$ cat src/sv/address_offence_window_counter_top_assert.svh
`ifndef ADDRESS_OFFENCE_WINDOW_COUNTER_TOP_ASSERT_SVH
`define ADDRESS_OFFENCE_WINDOW_COUNTER_TOP_ASSERT_SVH

// Checks that a condition in one cycle brings a consequence in the same cycle.
`define AOWC_ASSERT_SAME(label, clk, rst, cond, conseq) \
   label: assert property (@(posedge clk) disable iff (rst) (cond) |-> (conseq)) \
      else $error("assertion failed in address offence window counter");

// Checks that a condition in one cycle brings a consequence in the next cycle.
`define AOWC_ASSERT_NEXT(label, clk, rst, cond, conseq) \
   label: assert property (@(posedge clk) disable iff (rst) (cond) |=> (conseq)) \
      else $error("assertion failed in address offence window counter");

`endif

$ cat src/sv/aowc_pkg.sv
package aowc_pkg;

   localparam int TABLE_ENTRIES_DEFAULT = 64;

   localparam int CSR_INDEX_W = 4;
   localparam int CSR_DATA_W  = 32;

   localparam logic [CSR_INDEX_W-1:0] CSR_WINDOW_SECONDS = 4'd0;
   localparam logic [CSR_INDEX_W-1:0] CSR_HIT_THRESHOLD  = 4'd1;

   localparam logic [31:0] WINDOW_RESET    = 32'd900;
   localparam logic [15:0] THRESHOLD_RESET = 16'd3;
   localparam logic [15:0] HITS_MAX        = 16'hFFFF;
   localparam logic [15:0] HITS_ONE        = 16'd1;

   typedef struct packed {
      logic [63:0] address_upper;
      logic [63:0] address_lower;
      logic [31:0] now_seconds;
   } req_type;

   typedef struct packed {
      logic [15:0] hit_count;
      logic        block_request;
      logic        table_full;
   } rsp_type;

   typedef struct packed {
      logic [63:0] address_upper;
      logic [63:0] address_lower;
      logic [15:0] hits;
      logic [31:0] last_time;
   } entry_type;

   typedef enum logic [1:0] {
      ST_IDLE,
      ST_SCAN,
      ST_WRITE,
      ST_DONE
   } state_type;

   typedef struct packed {
      logic start;
      logic scan;
      logic write;
      logic load_rsp;
   } cmd_type;

   typedef struct packed {
      logic scan_done;
      logic match;
      logic rsp_free;
   } status_type;

endpackage

$ cat src/sv/aowc_ctrl.sv
module aowc_ctrl (
   input  logic                 clock,
   input  logic                 reset,
   input  logic                 req_valid,
   output logic                 req_stall,
   input  aowc_pkg::status_type status,
   output aowc_pkg::cmd_type    cmd
);

   aowc_pkg::state_type state_ff;
   aowc_pkg::state_type state_in;

   always_ff @(posedge clock) begin
      if (reset) begin
         state_ff <= aowc_pkg::ST_IDLE;
      end else begin
         state_ff <= state_in;
      end
   end

   always_comb begin
      state_in  = state_ff;
      cmd       = '0;
      req_stall = 1'b1;
      case (state_ff)
         aowc_pkg::ST_IDLE: begin
            req_stall = 1'b0;
            if (req_valid) begin
               cmd.start = 1'b1;
               state_in  = aowc_pkg::ST_SCAN;
            end
         end
         aowc_pkg::ST_SCAN: begin
            cmd.scan = 1'b1;
            if (status.match || status.scan_done) begin
               state_in = aowc_pkg::ST_WRITE;
            end
         end
         aowc_pkg::ST_WRITE: begin
            cmd.write = 1'b1;
            state_in  = aowc_pkg::ST_DONE;
         end
         aowc_pkg::ST_DONE: begin
            if (status.rsp_free) begin
               cmd.load_rsp = 1'b1;
               state_in     = aowc_pkg::ST_IDLE;
            end
         end
         default: begin
            state_in = aowc_pkg::ST_IDLE;
         end
      endcase
   end

endmodule

$ cat config.mk
export PLATFORM = sky130hd
export DESIGN_NAME = aowc_ctrl
export DESIGN_NICKNAME = d
export VERILOG_FILES = /design/src/sv/address_offence_window_counter_top_assert.svh /design/src/sv/aowc_pkg.sv /design/src/sv/aowc_ctrl.sv
export SDC_FILE = /design/constraint.sdc
export NUM_CORES = 1
export LEC_CHECK = 0
export CORE_AREA = 5 5 42 44
export CTS_CLUSTER_DIAMETER = 100
export CTS_CLUSTER_SIZE = 25
export DETAILED_ROUTE_END_ITERATION = 7
export DIE_AREA = 0 0 47 49
export DONT_BUFFER_PORTS = 1
export PLACE_DENSITY = 0.3
export SYNTH_ARGS = -nofsm -noshare
export SYNTH_HDL_FRONTEND = slang
export SYNTH_SLANG_ARGS = --single-unit
$ cat constraint.sdc
create_clock -name clock -period 4.05 [get_ports clock]
set_input_delay 0.2025 -clock clock [delete_from_list [all_inputs] [get_ports clock]]
set_output_delay 0.2025 -clock clock [all_outputs]
set_load 0.01 [all_outputs]
==> results <==
- On the worst path, the slowest cell contributes a delay of 0.52 ns.
- Together, buffers and inverters on the worst path number 1.
- The static leakage is ~0.11 nW.
- The congestion estimate from routability-driven global placement came to 0.593.
- The via count of the first global-routing pass is 175.
- In this run the register-to-register setup slack is 2.55 ns.
- The flow ran to the end, and the final reports show no timing, DRC or antenna violations.
- The tool flagged a number of max-cap violations equal to 0.
- The number of buffers inserted by hold repair at cts is 0.
- The die boundary width is 47 µm.
- The number of pins exceeding their max-slew limit in the final report is 0.
- The power density over the cells is 691 nW/µm².
- CTS placed an instance of sky130_fd_sc_hd__clkbuf_4 at the clock tree root.
- The clock sink count is 2.
- In this run, synthesis inferred 0 flip-flops with an integrated enable.
- The die area is between 2000 and 2500 µm².
- The largest registers in the layout are state_ff x2.
- The post-route setup TNS is 0 ns.
- On the final layout, the worst clock skew is 0.00206 ns.
- The total area inside the core boundary comes to 1400 µm².
- The synthesized cell area is ~200 µm².
- For this run, the leading register cell type out of synthesis is sky130_fd_sc_hd__dfxtp_1.
- The critical path is of the flop to flop type.
- Setup violations remaining at the end of the flow were counted as 0.
- After routing the design area is 239 µm².
- The number of instances in the synthesized netlist is 22.
- The family with the most delay on the worst path is simple AND/OR/NAND/NOR gates.
- Walking the worst path, the cells encountered are inv_1 > ha_1 > nor2b_1 > or4_1 > o31ai_1.
- The number of gates resized after cts is 0.
- The path class of the tightest hold or removal check is input port to flop.
- The initial utilization of the core area, before any placement, comes to 14.0%.
- The end of the critical path is state_ff[0]$_SDFFE_PP0P_.
- The end of the worst register-to-register path is state_ff[0]$_SDFFE_PP0P_.
- At the pin with the least slew margin, the transition time is 0.324 ns.
- The y dimension of the die is ~50 µm.
- The sort of element at the end of the critical path is a flop.
- The number of I/O port buffers is 0.
- The internal power of the cells totals about 0.097 mW.
- More flip-flops sit in one register than any other, and that register is state_ff.
- The count of buffers added by post-CTS timing repair for setup is 0.
- After detailed routing, the average wire length per cell comes to 10.7 µm.
- The worst-case setup slack after placement is 2.54 ns.
- Of all nets on the critical path, the largest fanout is 4.
- Of the total power, the clock network draws a little over a quarter.
- CTS built an H-tree with a depth of 1.
- The worst path needs 1.50 ns of the cycle, external delays included.
- Counting the buffers created by CTS gives 3.
- The first-pass GRT wire length is slightly below 800 µm.
- The fraction of synthesis flops using an asynchronous set or reset pin is 0%.
- After filler insertion, the fill cell instance count of the layout stands at between 150 and 200.
- The power after layout is 0.165 mW.
- Sequential cells were found to cover 20.4% of the synthesized design area.
- The number of remaining DRC errors is 0.
- The register with the most flip-flops in the layout has 2 of them.
- VDD sags by at most 0.000224 V.
- Combinational cells account for 50.6% of the total power.
- The number of antenna violations at the first check in global routing is 0.
- The portion of synthesized cell area occupied by the leading cell type is 31.8%.
- The maximum number of pins on one net before global-route repair is 5.
- The final-report hold violation count came to 0.
- The number of different library cells in the post-synthesis netlist is 12.
- By area the synthesized netlist is led by sky130_fd_sc_hd__ha_1 32%, sky130_fd_sc_hd__dfxtp_1 20%, sky130_fd_sc_hd__and2_1 6.4%.
- Clock-pin slew was measured on the worst setup and hold paths at roughly 0.030 ns.
- The master of the slowest instance on the critical path is sky130_fd_sc_hd__or4_1.
- The worst path arrival time is 1.64 ns.
- In this run switching power makes up 41.5% of total power.
- The net count after synthesis is 33.
- Dividing the final minimum period by the clock period gives 37.1%.
- The first detailed-routing pass ran for 4 iterations.
- Setup repair after global routing left no endpoint under its margin.
- In the final layout, the share of cells above drive strength 1 is 12.0%.
- Global routing used 5.13% of the available tracks across all layers.
- The layout overhead on the synthesized area is 21.7%.
- The worst pin sits at a relative slew slack of 78.2%.
- The cell count of the worst reg-to-reg path is 5.
- The power spent charging and discharging nets is just under 0.07 mW.
- The most critical setup path has its startpoint at state_ff[0]$_SDFFE_PP0P_.
- The number of nets in the finished design is 38.
- The worst register-to-register path begins at state_ff[0]$_SDFFE_PP0P_.
- After the first detailed-routing iteration, the DRC count stood at 3.
- In this run the remaining antenna-violating nets after routing total 0.
- The via density per instance is a little under 4.
- The share of total power dissipated in sequential elements is 22.9%.
- For the worst setup path, the data required time is 4.19 ns.
- The buffer depth of the longest clock path is 2.
- For this run, the top clock speed supported by timing is 665 MHz.
- The register bit count reported by yosys is 2.
- In the post-route analysis, the smallest setup slack over all paths is 2.55 ns.
- STA classifies the critical path startpoint as a flop.
- The post-synthesis cell type with the largest combined area is sky130_fd_sc_hd__ha_1.
- The total number of vias is 160.
- The number of diodes added for antenna fixing is 0.
- The synthesized area per cell is 8.93 µm².
- The cell area reported after detailed placement is between 200 and 250 µm².
- During synthesis, Yosys emitted a total of 0 warnings.
- The routed design has 437 µm of wire.
- Row generation in the floorplan step produced 14 rows.
- The commonest cells after synthesis are 5 x sky130_fd_sc_hd__ha_1, 3 x sky130_fd_sc_hd__inv_1.
- For this run the aggregate overflow at the end of global routing stands at 0.
- In this run the count of I/O pins placed on the die edge is 11.
- Counting buffers and inverters, the worst setup path is 5 cells deep.
- For the worst-skew pair, the clock arrives at the later sink with an insertion delay of about 0.22 ns.
- The CTS tree is built.
- sky130_fd_sc_hd__ha_1 is the most common cell in the netlist.
power groups by stage:
stage / clock (mW) / combinational (mW) / sequential, mW
3_3_place_gp: 0 / 0.0857 / 0.0373
5_1_grt: 0.0474 / 0.0979 / 0.0391
3_5_place_dp: 0 / 0.0865 / 0.0382
4_1_cts: 0.0466 / 0.0871 / 0.0377
2_1_floorplan: 0 / 0.0713 / 0.0358
6_report: 0.0437 / 0.0836 / 0.0378
cells in the final DEF (no fill, tap or decap):
cell type                  instances
sky130_fd_sc_hd__dfxtp_1           2
sky130_fd_sc_hd__mux2i_1           1
sky130_fd_sc_hd__nor2b_1           2
sky130_fd_sc_hd__or4_1             1
sky130_fd_sc_hd__ha_1              5
sky130_fd_sc_hd__o31ai_1           1
sky130_fd_sc_hd__o21bai_1          1
sky130_fd_sc_hd__nand2b_1          2
sky130_fd_sc_hd__and2_1            2
sky130_fd_sc_hd__clkbuf_4          3
sky130_fd_sc_hd__inv_1             3
sky130_fd_sc_hd__nor3_1            1
sky130_fd_sc_hd__nor3b_1           1
worst min-delay path by stage:
stage / startpoint / endpoint / slack (ns) / cells past startpoint
after CTS: reset / state_ff[0]$_SDFFE_PP0P_ / 0.07 / 1
after floorplan: reset / state_ff[0]$_SDFFE_PP0P_ / 0.31 / 1
after global routing: reset / state_ff[0]$_SDFFE_PP0P_ / 0.08 / 1
final: reset / state_ff[0]$_SDFFE_PP0P_ / 0.08 / 1
after global placement: reset / state_ff[0]$_SDFFE_PP0P_ / 0.31 / 1
after detailed placement: reset / state_ff[0]$_SDFFE_PP0P_ / 0.31 / 1
cell families after synthesis:
| family | count (synthesis) | share of synthesized area (%) |
|---|---|---|
| multiplexers | 1 | 5.10 |
| buffers and inverters | 3 | 5.73 |
| adder cells (fa/ha/maj) | 5 | 31.8 |
| AO/OA/AOI/OAI | 2 | 7.65 |
| flip-flops | 2 | 20.4 |
| AND/OR/NAND/NOR | 9 | 29.3 |
stage by stage:
step                hold slack (ns)  cells  utilization [%]
floorplan                     0.306     22                -
global placement              0.309     38             15.4
detailed placement            0.310     38             15.4
CTS                          0.0683     41             17.1
global route                 0.0766     41             17.1
finish                       0.0774     41             17.1
layer usage:
layer | GRT usage [%] | vias up | part of all wire [%]
li1 | - | 79 | -
met1 | 5.03 | 72 | 36
met2 | 7.01 | 9 | 48
met3 | 5.90 | 0 | 16
met4 | 1.38 | 0 | 0
met5 | 0 | - | 0
area by class of cell:
| type | instances | area (µm²) | share of cell area (%) |
|---|---|---|---|
| Inverter | 3 | 11.3 | 4.71 |
| Clock buffer | 3 | 22.5 | 9.42 |
| Sequential cell | 2 | 40.0 | 16.8 |
| Multi-Input combinational cell | 17 | 145 | 60.7 |
| Tap cell | 16 | 20.0 | 8.38 |
Note: power is estimated with default switching activity, not from simulation.
